<file path="src/sv/ctc_pkg.sv">
// shared types, constants and helpers of the columnar transposition cipher
// no dependencies; imported by every module of the block
package ctc_pkg;

  localparam int MAX_KEY_DEF  = 16;
  localparam int MAX_TEXT_DEF = 32;

  localparam logic [7:0] UPPER_LO   = 8'd65;
  localparam logic [7:0] UPPER_HI   = 8'd90;
  localparam logic [7:0] KEY_SHIFT  = 8'd32;
  localparam logic [7:0] SPACE_BYTE = 8'd32;

  localparam logic MODE_ENCRYPT = 1'b0;
  localparam logic MODE_DECRYPT = 1'b1;

  localparam int CFG_IDX_W = 2;
  localparam int CFG_DATA_W = 64;

  typedef enum logic [CFG_IDX_W-1:0] {
    CFG_MODE    = 2'd0,
    CFG_KEY_LEN = 2'd1,
    CFG_KEY_LO  = 2'd2,
    CFG_KEY_HI  = 2'd3
  } ctc_cfg_e;

  typedef struct packed {
    logic [7:0] text_byte;
    logic       final_byte;
  } ctc_in_t;

  typedef struct packed {
    logic [7:0] out_byte;
    logic       out_last;
    logic       dropped;
  } ctc_out_t;

  // key byte normalization: uppercase letters kept, everything else shifted down
  function automatic logic [7:0] ctc_norm(input logic [7:0] b);
    logic [7:0] r;
    if (b >= UPPER_LO && b <= UPPER_HI) begin
      r = b;
    end else begin
      r = b - KEY_SHIFT;
    end
    return r;
  endfunction

endpackage

</file>
<file path="src/sv/ctc_msg_buffer.sv">
// message store with fill count and overflow flag
// depends on ctc_pkg
module ctc_msg_buffer import ctc_pkg::*; #(
  parameter int MAX_TEXT = MAX_TEXT_DEF,
  localparam int CW = $clog2(MAX_TEXT + 1),
  localparam int AW = (MAX_TEXT > 1) ? $clog2(MAX_TEXT) : 1
) (
  input  logic          clk_i,
  input  logic          rst_ni,
  input  logic          wr_en_i,
  input  logic [7:0]    wr_data_i,
  input  logic          clear_i,
  input  logic          rd_en_i,
  input  logic [AW-1:0] rd_addr_i,
  output logic [7:0]    rd_data_o,
  output logic [CW-1:0] count_o,
  output logic          overflow_o
);

  logic [7:0]    mem [MAX_TEXT];
  logic [7:0]    rd_data_q;
  logic [CW-1:0] count_q, count_d;
  logic          ovf_q, ovf_d;
  logic          has_room;

  assign has_room = (count_q < CW'(MAX_TEXT));

  always_comb begin
    count_d = count_q;
    ovf_d   = ovf_q;
    if (clear_i) begin
      count_d = '0;
      ovf_d   = 1'b0;
    end else if (wr_en_i) begin
      if (has_room) begin
        count_d = count_q + CW'(1);
      end else begin
        ovf_d = 1'b1;
      end
    end
  end

  always_ff @(posedge clk_i or negedge rst_ni) begin
    if (!rst_ni) begin
      count_q <= '0;
      ovf_q   <= 1'b0;
    end else begin
      count_q <= count_d;
      ovf_q   <= ovf_d;
    end
  end

  always_ff @(posedge clk_i) begin
    if (wr_en_i && has_room) begin
      mem[count_q[AW-1:0]] <= wr_data_i;
    end
    if (rd_en_i) begin
      rd_data_q <= mem[rd_addr_i];
    end
  end

  assign rd_data_o  = rd_data_q;
  assign count_o    = count_q;
  assign overflow_o = ovf_q;

endmodule

</file>
<file path="src/sv/ctc_rank_unit.sv">
// column ranking: one shared byte comparator walks every pair of key columns
// depends on ctc_pkg (normalization helper)
module ctc_rank_unit import ctc_pkg::*; #(
  parameter int MAX_KEY = MAX_KEY_DEF,
  localparam int KW  = (MAX_KEY > 1) ? $clog2(MAX_KEY) : 1,
  localparam int KLW = $clog2(MAX_KEY + 1)
) (
  input  logic           clk_i,
  input  logic           rst_ni,
  input  logic           start_i,
  input  logic [KLW-1:0] klen_i,
  input  logic [63:0]    key_lo_i,
  input  logic [63:0]    key_hi_i,
  output logic           done_o,
  output logic [KW-1:0]  rank_of_o [MAX_KEY],
  output logic [KW-1:0]  col_at_o [MAX_KEY]
);

  logic [7:0]    kb [MAX_KEY];
  logic [KW-1:0] c_q, j_q, rk_q;
  logic          busy_q, done_q;
  logic [KW-1:0] rank_of_q [MAX_KEY];
  logic [KW-1:0] col_at_q [MAX_KEY];
  logic [7:0]    vj, vc;
  logic          less;
  logic [KW-1:0] rk_sum;
  logic          j_end, c_end;

  always_comb begin
    for (int i = 0; i < MAX_KEY; i++) begin
      if (i < 8) begin
        kb[i] = key_lo_i[i*8 +: 8];
      end else begin
        kb[i] = key_hi_i[(i-8)*8 +: 8];
      end
    end
  end

  // ties go to the lower column position
  assign vj     = ctc_norm(kb[j_q]);
  assign vc     = ctc_norm(kb[c_q]);
  assign less   = (vj < vc) || ((vj == vc) && (j_q < c_q));
  assign rk_sum = rk_q + KW'(less);
  assign j_end  = (KLW'(j_q) + KLW'(1)) == klen_i;
  assign c_end  = (KLW'(c_q) + KLW'(1)) == klen_i;

  always_ff @(posedge clk_i or negedge rst_ni) begin
    if (!rst_ni) begin
      busy_q <= 1'b0;
      done_q <= 1'b0;
      c_q    <= '0;
      j_q    <= '0;
      rk_q   <= '0;
    end else begin
      done_q <= 1'b0;
      if (start_i) begin
        busy_q <= 1'b1;
        c_q    <= '0;
        j_q    <= '0;
        rk_q   <= '0;
      end else if (busy_q) begin
        if (j_end) begin
          j_q  <= '0;
          rk_q <= '0;
          if (c_end) begin
            busy_q <= 1'b0;
            done_q <= 1'b1;
          end else begin
            c_q <= c_q + KW'(1);
          end
        end else begin
          j_q  <= j_q + KW'(1);
          rk_q <= rk_sum;
        end
      end
    end
  end

  always_ff @(posedge clk_i) begin
    if (busy_q && !start_i && j_end) begin
      rank_of_q[c_q]  <= rk_sum;
      col_at_q[rk_sum] <= c_q;
    end
  end

  assign done_o    = done_q;
  assign rank_of_o = rank_of_q;
  assign col_at_o  = col_at_q;

endmodule

</file>
<file path="src/sv/columnar_transposition_cipher_core.sv">
// columnar transposition cipher: buffers a message, then emits it transposed
// usage:
//   input channel (in_valid_i / in_stall_o) takes one message word per cycle
//   while loading; a word with final_byte set closes the message. words past
//   the buffer are dropped and the dropped flag is set on every output word.
//   after the final word the block stalls its input: it counts the rows,
//   ranks the key columns with one comparator, then emits rows * key_length
//   words, each passing through address multiply, buffer read and output hold.
//   out_last marks the last word. a stall from the receiver holds the output
//   word and freezes the sequencer. once the last word is taken the buffer is
//   emptied and loading resumes.
//   configuration words (cfg_valid_i / cfg_ready_o) are always taken and
//   should only be sent while the block is idle. reset empties the buffer,
//   sets encrypt mode and key length 1; no clearing pass is needed.
// depends on ctc_pkg, ctc_msg_buffer, ctc_rank_unit
module columnar_transposition_cipher_core import ctc_pkg::*; #(
  parameter int MAX_KEY  = MAX_KEY_DEF,
  parameter int MAX_TEXT = MAX_TEXT_DEF
) (
  input  logic                  clk_i,
  input  logic                  rst_ni,
  input  logic                  in_valid_i,
  output logic                  in_stall_o,
  input  ctc_in_t               in_data_i,
  output logic                  out_valid_o,
  input  logic                  out_stall_i,
  output ctc_out_t              out_data_o,
  input  logic                  cfg_valid_i,
  output logic                  cfg_ready_o,
  input  logic [CFG_IDX_W-1:0]  cfg_index_i,
  input  logic [CFG_DATA_W-1:0] cfg_data_i
);

  localparam int KW  = (MAX_KEY > 1) ? $clog2(MAX_KEY) : 1;
  localparam int KLW = $clog2(MAX_KEY + 1);
  localparam int CW  = $clog2(MAX_TEXT + 1);
  localparam int AW  = (MAX_TEXT > 1) ? $clog2(MAX_TEXT) : 1;
  localparam int PW  = $clog2(MAX_TEXT + MAX_KEY);
  localparam int OW  = (CW > KLW) ? CW : KLW;

  typedef enum logic [5:0] {
    S_LOAD = 6'b000001,
    S_ROWS = 6'b000010,
    S_RANK = 6'b000100,
    S_ADDR = 6'b001000,
    S_READ = 6'b010000,
    S_SEND = 6'b100000
  } ctc_state_e;

  ctc_state_e state_q, state_d;

  logic          mode_q;
  logic [4:0]    key_len_q;
  logic [63:0]   key_lo_q, key_hi_q;
  logic [KLW-1:0] klen;

  logic          in_acc;
  logic [7:0]    rd_data;
  logic [CW-1:0] count;
  logic          overflow;
  logic          buf_clear;

  logic          rank_start, rank_done;
  logic [KW-1:0] rank_of [MAX_KEY];
  logic [KW-1:0] col_at [MAX_KEY];

  logic [PW-1:0] acc_q;
  logic [CW-1:0] rows_q;
  logic [OW-1:0] outer_q, inner_q;
  logic [PW-1:0] pos_q, pos_d;
  logic          inrange_q;
  logic          enc;
  logic [PW-1:0] mul_a, mul_b, add_c;
  logic          outer_last, inner_last, rows_done;

  // configuration registers
  assign cfg_ready_o = 1'b1;

  always_ff @(posedge clk_i or negedge rst_ni) begin
    if (!rst_ni) begin
      mode_q    <= MODE_ENCRYPT;
      key_len_q <= 5'd1;
      key_lo_q  <= '0;
      key_hi_q  <= '0;
    end else if (cfg_valid_i) begin
      unique case (ctc_cfg_e'(cfg_index_i))
        CFG_MODE:    mode_q    <= cfg_data_i[0];
        CFG_KEY_LEN: key_len_q <= cfg_data_i[4:0];
        CFG_KEY_LO:  key_lo_q  <= cfg_data_i;
        CFG_KEY_HI:  key_hi_q  <= cfg_data_i;
        default: ;
      endcase
    end
  end

  // zero counts as one column, oversize saturates
  always_comb begin
    if (key_len_q == 5'd0) begin
      klen = KLW'(1);
    end else if (32'(key_len_q) > MAX_KEY) begin
      klen = KLW'(MAX_KEY);
    end else begin
      klen = KLW'(key_len_q);
    end
  end

  assign in_stall_o = (state_q != S_LOAD);
  assign in_acc     = in_valid_i && !in_stall_o;
  assign enc        = (mode_q == MODE_ENCRYPT);

  assign rows_done  = (acc_q >= PW'(count));
  assign rank_start = (state_q == S_ROWS) && rows_done;

  ctc_msg_buffer #(
    .MAX_TEXT(MAX_TEXT)
  ) u_buffer (
    .clk_i      (clk_i),
    .rst_ni     (rst_ni),
    .wr_en_i    (in_acc),
    .wr_data_i  (in_data_i.text_byte),
    .clear_i    (buf_clear),
    .rd_en_i    ((state_q == S_READ) && inrange_q),
    .rd_addr_i  (pos_q[AW-1:0]),
    .rd_data_o  (rd_data),
    .count_o    (count),
    .overflow_o (overflow)
  );

  ctc_rank_unit #(
    .MAX_KEY(MAX_KEY)
  ) u_rank (
    .clk_i     (clk_i),
    .rst_ni    (rst_ni),
    .start_i   (rank_start),
    .klen_i    (klen),
    .key_lo_i  (key_lo_q),
    .key_hi_i  (key_hi_q),
    .done_o    (rank_done),
    .rank_of_o (rank_of),
    .col_at_o  (col_at)
  );

  // encrypt walks columns in rank order then rows; decrypt walks rows then columns
  assign outer_last = enc ? (outer_q == OW'(klen - KLW'(1)))
                          : (outer_q == OW'(rows_q - CW'(1)));
  assign inner_last = enc ? (inner_q == OW'(rows_q - CW'(1)))
                          : (inner_q == OW'(klen - KLW'(1)));

  always_comb begin
    if (enc) begin
      mul_a = PW'(inner_q);
      mul_b = PW'(klen);
      add_c = PW'(col_at[outer_q[KW-1:0]]);
    end else begin
      mul_a = PW'(rank_of[inner_q[KW-1:0]]);
      mul_b = PW'(rows_q);
      add_c = PW'(outer_q);
    end
    pos_d = PW'(mul_a * mul_b) + add_c;
  end

  assign buf_clear = (state_q == S_SEND) && !out_stall_i && inner_last && outer_last;

  always_comb begin
    state_d = state_q;
    unique case (state_q)
      S_LOAD: if (in_acc && in_data_i.final_byte) state_d = S_ROWS;
      S_ROWS: if (rows_done) state_d = S_RANK;
      S_RANK: if (rank_done) state_d = S_ADDR;
      S_ADDR: state_d = S_READ;
      S_READ: state_d = S_SEND;
      S_SEND: begin
        if (!out_stall_i) begin
          state_d = buf_clear ? S_LOAD : S_ADDR;
        end
      end
      default: state_d = S_LOAD;
    endcase
  end

  always_ff @(posedge clk_i or negedge rst_ni) begin
    if (!rst_ni) begin
      state_q <= S_LOAD;
      acc_q   <= '0;
      rows_q  <= '0;
      outer_q <= '0;
      inner_q <= '0;
    end else begin
      state_q <= state_d;
      unique case (state_q)
        S_LOAD: begin
          acc_q  <= '0;
          rows_q <= '0;
        end
        S_ROWS: begin
          if (!rows_done) begin
            acc_q  <= acc_q + PW'(klen);
            rows_q <= rows_q + CW'(1);
          end
        end
        S_RANK: begin
          outer_q <= '0;
          inner_q <= '0;
        end
        S_SEND: begin
          if (!out_stall_i) begin
            if (inner_last) begin
              inner_q <= '0;
              outer_q <= outer_q + OW'(1);
            end else begin
              inner_q <= inner_q + OW'(1);
            end
          end
        end
        default: ;
      endcase
    end
  end

  always_ff @(posedge clk_i) begin
    if (state_q == S_ADDR) begin
      pos_q     <= pos_d;
      inrange_q <= (pos_d < PW'(count));
    end
  end

  assign out_valid_o         = (state_q == S_SEND);
  assign out_data_o.out_byte = inrange_q ? rd_data : SPACE_BYTE;
  assign out_data_o.out_last = inner_last && outer_last;
  assign out_data_o.dropped  = overflow;

endmodule
</file>
<file path="config.mk">
export PLATFORM = sky130hd
export DESIGN_NAME = columnar_transposition_cipher_core
export DESIGN_NICKNAME = d
export VERILOG_FILES = /design/src/sv/ctc_pkg.sv /design/src/sv/ctc_msg_buffer.sv /design/src/sv/ctc_rank_unit.sv /design/src/sv/columnar_transposition_cipher_core.sv
export SDC_FILE = /design/constraint.sdc
export NUM_CORES = 1
export LEC_CHECK = 0
export BUFFER_PORTS_ARGS = -buffer_cell sky130_fd_sc_hd__buf_2
export CORE_MARGIN = 10
export CORE_UTILIZATION = 30
export CTS_BUF_LIST = sky130_fd_sc_hd__clkbuf_16
export CTS_CLUSTER_DIAMETER = 200
export CTS_CLUSTER_SIZE = 8
export DETAILED_ROUTE_END_ITERATION = 6
export GPL_TIMING_DRIVEN = 0
export PLACE_DENSITY = 0.49
export SYNTH_ARGS = -nofsm -noshare
export SYNTH_HDL_FRONTEND = slang
export SYNTH_SLANG_ARGS = --single-unit
</file>
<file path="constraint.sdc">
create_clock -name clk_i -period 6.8 [get_ports clk_i]
set_clock_uncertainty 0.05 [all_clocks]
set_input_delay 1.36 -clock clk_i [delete_from_list [all_inputs] [get_ports clk_i]]
set_output_delay 1.36 -clock clk_i [all_outputs]
set_load 0.05 [all_outputs]
</file>
==> summary.md, run 1 <==
| Metric | Value |
|---|---|
| Worst slew margin | 0.234 |
| Number of global-route vias before repair | 16,286 |
| Drt wl/cell | around 23 um |
| H-Tree Depth | 3 |
| Antenna viol nets, final | 0 |
| Fraction of layout cells with a size suffix above 1 | 0.300 |
| CTS Buf Count | 82 |
| Max clock buf depth | 3 |
| Final setup viols | 0 |
| RSZ-0062 raised after global routing | no |
| Startpoint Class | flip-flop |
| Clock tree from TritonCTS | built |
| Initial Util | 0.304 |
| Fmax achieved | 0.157 GHz |
| NumNets Final | 1,969 |
| # hold bufs at CTS | 0 |
| Area share of the largest cell type after synthesis | 0.443 |
| Core area | 0.0888 sq mm |
| CP Data Arrival Time | 6.80 ns |
| Maxcap violations | 0 |
| Slew @ Worst Pin | around 1.1 ns |
| Post-synthesis register bit count | a little under 600 |
| Dominant cell by count in the synthesized netlist | edfxtp_1 |
| PD cells | between 200 and 300 mW/mm^2 |
| Area grow syn2layout | 16.0% |
| Yosys top cell by area | edfxtp_1 |
| Vias/cell | 4.97 |
| Crit Path Class | flip-flop to flip-flop |
| Post-Syn Instances | 1,646 |
| Setup WS pre-CTS | -0.567 ns |
| Final worst slack | ~0.43 ns |
| CTS Root Cell | clkbuf_16 |
| Max Fanout on Critical Path | 10 |
| Status | complete, no violations |
| Cell leakage power | 10.9 nW |
| Critical Path End Type | flip-flop |
| Placed cell areas | 0.0290 sq mm |
| Die Y | 320 um |
| HPWL after detailed placement | 49.4 mm |
| GRT overflow | 0 |
| FILL cells | 8,403 |
| Area of the multi-input gates | 0.00986 sq mm |
| Ys async rst share | 0.317 |
| Syn Std Cell Area | 0.0270 sq mm |
| Post-Syn Nets | ~1,800 |
| Top cells by area, synth | edfxtp_1 (44%), dfrtp_1 (17%), mux4_2 (16%) |
| TritonRoute pass-1 iters | 6 |
| Die Area | between 0.1 and 0.15 sq mm |
| Synth warn | 0 |
| Initial antenna violation count | 4 |
| Final min period | 6.37 ns |
| I/O Buffers | 91 |
| Final Hold Fails | 0 |
| Antenna fix cells | 0 |
| Final Wtd Congestion | 0.780 |
| Pin count of the biggest net entering global routing | 110 |
| Hold WC Path Type | flip-flop to flip-flop |
| Final instance area | around 0.031 sq mm |
| Ys flop type | edfxtp_1 |
| Clock Sinks | 583 |
| Post-synth cell types | 68 |
| Maximum vdd drop | about 0.17 mV |
| Total Wirelength | 69.3 mm |
| Vias | 15,011 |
| First-pass GRT wire length | 106 mm |
| Post-synthesis sequential area ratio | 0.614 |
| Clk Latency, worst-skew pair | about 0.64 ns |
| Fin crit share | 0.936 |
| Max Slew Vio Count | 0 |
| Worst path required time | 7.24 ns |
| Die Wd | 320 um |
| Clock transition at path regs | approximately 0.06 ns |
| Row cnt | 109 |
| Average cell area after synthesis | 16.4 sq um |
| Register Area | 0.0166 sq mm |
| IO Count | 93 |
| Iter 0 DRT Violations | 828 |
| Synth top cells by count | edfxtp_1 (398), mux4_2 (186), dfrtp_1 (183) |
| DR DRC count | 0 |
| Global-route usage over all layers | 0.136 |
| EDFF count, synth | 398 |
[cell families (layout without fill, tap and decap cells)]
logic type / Yosys count / after routing / share of synthesized area
flops: 583 / 583 / 0.614
mux: 351 / 351 / 0.223
simple gates: 319 / 319 / 0.0578
buf+inv: 139 / 351 / 0.0207
compound gates: 134 / 134 / 0.0327
fa+ha+maj: 66 / 66 / 0.0324
xor+xnor: 53 / 53 / 0.0187
other cells: 1 / 1 / 0.000139
[area by class of cell]
| cell class | count | area share |
|---|---|---|
| Sequential cell | 583 | 0.529 |
| Multi-Input combinational cell | 924 | 0.315 |
| Clock buffer | 82 | 0.0655 |
| Tap cell | 1165 | 0.0465 |
| Timing Repair Buffer | 94 | 0.0162 |
| Buffer | 91 | 0.0123 |
| Clock inverter | 36 | 0.00911 |
| Inverter | 48 | 0.00599 |
[layer usage]
| layer | routed length [um] | global-route usage | part of all wire |
|---|---|---|---|
| met5 | 11 | 0 | 0.00016 |
| met4 | 1730 | 0.0397 | 0.025 |
| met3 | 3030 | 0.0273 | 0.044 |
| met2 | 34900 | 0.233 | 0.50 |
| met1 | 29700 | 0.171 | 0.43 |
[cell usage in the layout, fill, tap and decap left out, types with 54 or more instances in the layout]
master     instances
buf_2            102
nor2_1           109
mux2_2           152
clkbuf_16         82
dfrtp_1          181
nand2_1           71
clkbuf_1          54
inv_1             73
ha_1              57
edfxtp_1         398
mux4_2           186
[worst max-delay path, cell delays in order (launching register included)]
cell and delay (ns):
dfrtp_1 0.45, buf_2 0.36, clkbuf_4 0.36, mux4_2 0.55
mux4_2 0.55, mux2i_1 0.39, nor2b_1 0.11, ha_1 0.31
ha_1 0.28, inv_1 0.05, fa_1 0.52, inv_1 0.05
fa_1 0.48, ha_1 0.34, a21oi_1 0.17, xor2_1 0.19
xnor2_1 0.16, xnor2_1 0.13, xnor2_1 0.29, ha_1 0.30
a21oi_1 0.12
[flip-flops by register name, summed over array words and instances (netlist names), 8 cells and up]
register	flops
u_buffer.mem	256
key_hi_q	64
key_lo_q	64
u_rank.col_at_o	64
u_rank.rank_of_o	64
u_buffer.rd_data_o	8
[through the flow]
step | cells | utilization | TNS (ns) | total power [mW] | hold slack [ns]
2_1_floorplan | 1646 | - | 0 | 4.88 | 0.414
3_3_place_gp | 2902 | 0.326 | -26.06 | 5.21 | 0.446
3_5_place_dp | 2903 | 0.326 | -29.65 | 5.25 | 0.447
4_1_cts | 3021 | 0.353 | 0 | 9.00 | 0.458
5_1_grt | 3023 | 0.353 | 0 | 9.28 | 0.491
6_report | 3023 | 0.353 | 0 | 8.88 | 0.455
[timing repair]
item	4_1_cts	5_1_grt
endpoints found under the hold margin	0	0
setup buffers	0	2
resized for setup	5	6
gates cloned	0	0
setup endpoints to repair	64	65
[power breakdown]
part           switching (mW)  internal (mW)  leakage [nW]
sequential              0.140           4.00          5.74
clock                    1.54           2.17          1.24
combinational           0.558          0.481          3.97
[worst paths after layout]
| path | cells past startpoint | end | slack, ns | from |
|---|---|---|---|---|
| max in group asynchronous | 2 | key_lo_q[3] | 5.03 | rst_ni |
| worst max-delay path | 20 | inrange_q | 0.43 | inner_q[0] |
| worst min register to register | 2 | u_buffer.overflow_o | 0.45 | u_buffer.overflow_o |
| min in group asynchronous | 1 | key_lo_q[55] | 0.65 | rst_ni |
| worst max register to register | 20 | inrange_q | 0.43 | inner_q[0] |
| worst min-delay path | 2 | u_buffer.overflow_o | 0.45 | u_buffer.overflow_o |
(Power assumes the default switching activity.)
==> inputs of run 2 (changes only) <==
--- a/config.mk
+++ b/config.mk
@@ -6,7 +6,7 @@
 export NUM_CORES = 1
 export LEC_CHECK = 0
 export BUFFER_PORTS_ARGS = -buffer_cell sky130_fd_sc_hd__buf_2
-export CORE_MARGIN = 10
+export CORE_MARGIN = 4
 export CORE_UTILIZATION = 30
 export CTS_BUF_LIST = sky130_fd_sc_hd__clkbuf_16
 export CTS_CLUSTER_DIAMETER = 200
@@ -14,6 +14,7 @@
 export DETAILED_ROUTE_END_ITERATION = 6
 export GPL_TIMING_DRIVEN = 0
 export PLACE_DENSITY = 0.49
+export RECOVER_POWER = 25
 export SYNTH_ARGS = -nofsm -noshare
 export SYNTH_HDL_FRONTEND = slang
 export SYNTH_SLANG_ARGS = --single-unit
==> run 2 against run 1 <==
The flow now finishes with violations (max-capacitance violations, max-slew violations). Worst hold slack improved by 0.012 ns. Final cell count increased by 0.33%. Critical path type unchanged. Global-route usage is 1.2 points higher. Sequential share of layout area barely moved.
==> summary.md, run 2 (same netlist as run 1, synthesis figures left out) <==
| Metric | Value |
|---|---|
| CTS Buf Count | 82 (unchanged) |
| Hold Slack | 0.466 ns (+0.0116 ns) |
| Max Slew Vio Count | 236 (+236) |
| Clock transition at path regs | 0.05 ns (about the same) |
| Final Hold Fails | 0 (unchanged) |
| # hold bufs at CTS | 0 (unchanged) |
| M2 GR Usage | 0.250 (+0.0175) |
| Hold WC Path Type | flip-flop to flip-flop |
| Global-route usage over all layers | 0.148 (+0.0122) |
| First-pass GRT wire length | 105 mm (-0.53%) |
| Critical Path End Type | flip-flop |
| CP Cell Sequence | clkbuf_1 -> clkbuf_1 -> mux4_2 -> nand2_1 -> a41oi_1 -> nand2_1 -> fa_1 -> inv_1 -> ha_1 -> inv_1 -> fa_1 -> inv_1 -> fa_1 -> ha_1 -> a21oi_1 -> xor2_1 -> xnor2_1 -> xnor2_1 -> xnor2_1 -> ha_1 -> a21oi_1 |
| HPWL after detailed placement | 48.5 mm (-1.8%) |
| Final setup viols | 0 (unchanged) |
| Cell leakage power | 11.0 nW (+0.20%) |
| Met1 Usage GRT | 0.193 (+0.0211) |
| Row cnt | 109 (unchanged) |
| Fin crit share | 0.937 (+0.00113) |
| PD cells | 285 mW/mm^2 (+0.52%) |
| Clock Sinks | 583 (unchanged) |
| Die Area | 0.0949 sq mm (-7.4%) |
| FILL cells | 8,395 (-0.095%) |
| Critical path's largest stage delay | 0.57 ns (+0.02 ns) |
| DR DRC count | 0 (unchanged) |
| I/O Buffers | 91 (unchanged) |
| Fraction of layout cells with a size suffix above 1 | 0.293 (-0.00734) |
| Core area | 0.0888 sq mm (unchanged) |
| Pin count of the biggest net entering global routing | 105 (-4.5%) |
| H-Tree Depth | 3 (unchanged) |
| Total Wirelength | 69.5 mm (+0.22%) |
| Initial antenna violation count | 6 (+2) |
| RSZ-0062 raised after global routing | no |
| Global routing's busiest layer | met2 |
| Antenna viol nets, final | 0 (unchanged) |
| Vias | 15,180 (+1.1%) |
| Area of the multi-input gates | 0.00987 sq mm (+0.10%) |
| Finished Core Util | 0.353 (about the same) |
| DP Cell Count | 2,903 (unchanged) |
| Max Fanout on Critical Path | 10 (unchanged) |
| Final cell count without fillers | 3,033 (+0.33%) |
| Failing checks | max-capacitance violations, max-slew violations |
| CP Buf/Inv Count | 5 (+1) |
| Clock tree from TritonCTS | built |
| Number of global-route vias before repair | 15,905 (-2.3%) |
| Startpoint Class | flip-flop |
| Drt wl/cell | 22.9 um (-0.11%) |
| Initial Util | 0.304 (unchanged) |
| Max clock buf depth | 3 (unchanged) |
| Global Route met3 Usage | 0.0295 (+0.00225) |
| Area grow syn2layout | 16.1% (about the same) |
| Iter 0 DRT Violations | 965 (+17%) |
| Die Y | 308 um (-3.8%) |
| Worst path required time | 7.20 ns (-0.04 ns) |
| Slew @ Worst Pin | 2.92 ns (+1.78 ns) |
| Maxcap violations | 5 (+5) |
| Most frequent cells in the layout | edfxtp_1 (398), mux4_2 (186), dfrtp_1 (182), mux2_2 (152), nor2_1 (110) |
| Clk Latency, worst-skew pair | 0.65 ns (about the same) |
| Final min period | 6.37 ns (+0.00766 ns) |
| IO Count | 93 (unchanged) |
| CP top delay family | adder cells |
| Status | finished, violations left |
| Max reg flops | 256 (unchanged) |
| Die Wd | 308 um (-3.8%) |
| Register Area | 0.0166 sq mm (about the same) |
| NumNets Final | 1,967 (-0.10%) |
| CTS Root Cell | clkbuf_16 |
| TritonRoute pass-1 iters | 5 (-1) |
| Vias/cell | 5.00 (+0.79%) |
| Worst slew margin | -0.948 (-1.18) |
| Max stage delay cell, worst path | clkbuf_1 |
| Fmax achieved | 0.157 GHz (-0.12%) |
| Most common cell after layout, fill and taps aside | edfxtp_1 |
| GRT overflow | 0 (unchanged) |
| CP Data Arrival Time | 6.78 ns (-0.02 ns) |
| Maximum vdd drop | 0.170 mV (+2.0%) |
| Crit Path Class | flip-flop to flip-flop |
| Final Wtd Congestion | 0.802 (+2.8%) |
==> run 2: cell count changes in the layout (fill, tap and decap cells not counted), moves of 2 or more <==
cell / change
inv_1: +11
clkbuf_1: +9
buf_2: -8
buf_4: -2
==> run 2: cell type report <==
| class | count | area share |
|---|---|---|
| repair buffers | 92 | 0.0151 |
| well taps | 1165 | 0.0465 |
| inverters | 48 | 0.00599 |
| diodes | 1 | 0.0000798 |
| clock buffers | 82 | 0.0655 |
| flip-flops and latches | 583 | 0.529 |
| clock inverters | 47 | 0.0105 |
| plain buffers | 91 | 0.0121 |
| multi-input cells | 924 | 0.315 |
==> run 2: worst paths after layout <==
| kind | startpoint | endpoint | slack (ns) | depth (start not counted) |
|---|---|---|---|---|
| setup reg to reg | inner_q[1] | inrange_q | 0.43 | 21 |
| setup / recovery | inner_q[1] | inrange_q | 0.43 | 21 |
| hold / removal | u_rank.rk_q[0] | u_rank.rk_q[0] | 0.47 | 1 |
| hold reg to reg | u_rank.rk_q[0] | u_rank.rk_q[0] | 0.47 | 1 |
| max in group asynchronous | rst_ni | u_rank.c_q[0] | 3.18 | 1 |
| min in group asynchronous | rst_ni | key_hi_q[55] | 1.59 | 1 |
==> run 2: worst register-to-register path, delay by kind of cell, from the launching register on <==
family / cells / cell delay (ns)
adders and majority gates: 6 / 2.44
buffers and inverters: 5 / 1.19
AOI/OAI and AO/OA: 3 / 0.88
xor gates and xnor gates: 4 / 0.68
muxes: 1 / 0.37
DFF: 1 / 0.35
and+or+nand+nor: 2 / 0.24
==> run 2: routing by layer <==
metal / wire length, um / up-vias
li1: - / 6760
met1: 29700 / 7907
met2: 34400 / 365
met3: 3350 / 144
met4: 1980 / 4
met5: 29 / -
==> run 2: timing repair <==
item	4_1_cts	5_1_grt
setup endpoints to repair	48	65
pin swaps	0	0
setup buffers	0	0
gates cloned	0	0
gates resized for setup	1	6
==> run 2: stage by stage <==
stage          setup WS, ns  area (sq um)  TNS, ns  power, mW
4_1_cts              0.0359         31300        0       9.06
3_5_place_dp         -0.241         29000    -6.18       5.25
3_3_place_gp         -0.125         28900    -2.97       5.21
2_1_floorplan          1.20         27000        0       4.88
6_report              0.427         31300        0       8.93
5_1_grt              0.0411         31300        0       9.35
==> run 2: report_power, final <==
| part | leakage [nW] | total [mW] | switching, mW | internal (mW) |
|---|---|---|---|---|
| Clock | 1.29 | 3.76 | 1.58 | 2.18 |
| Combinational | 3.93 | 1.04 | 0.556 | 0.481 |
| Sequential | 5.74 | 4.14 | 0.143 | 4.00 |
| Total | 11.0 | 8.93 | 2.28 | 6.66 |
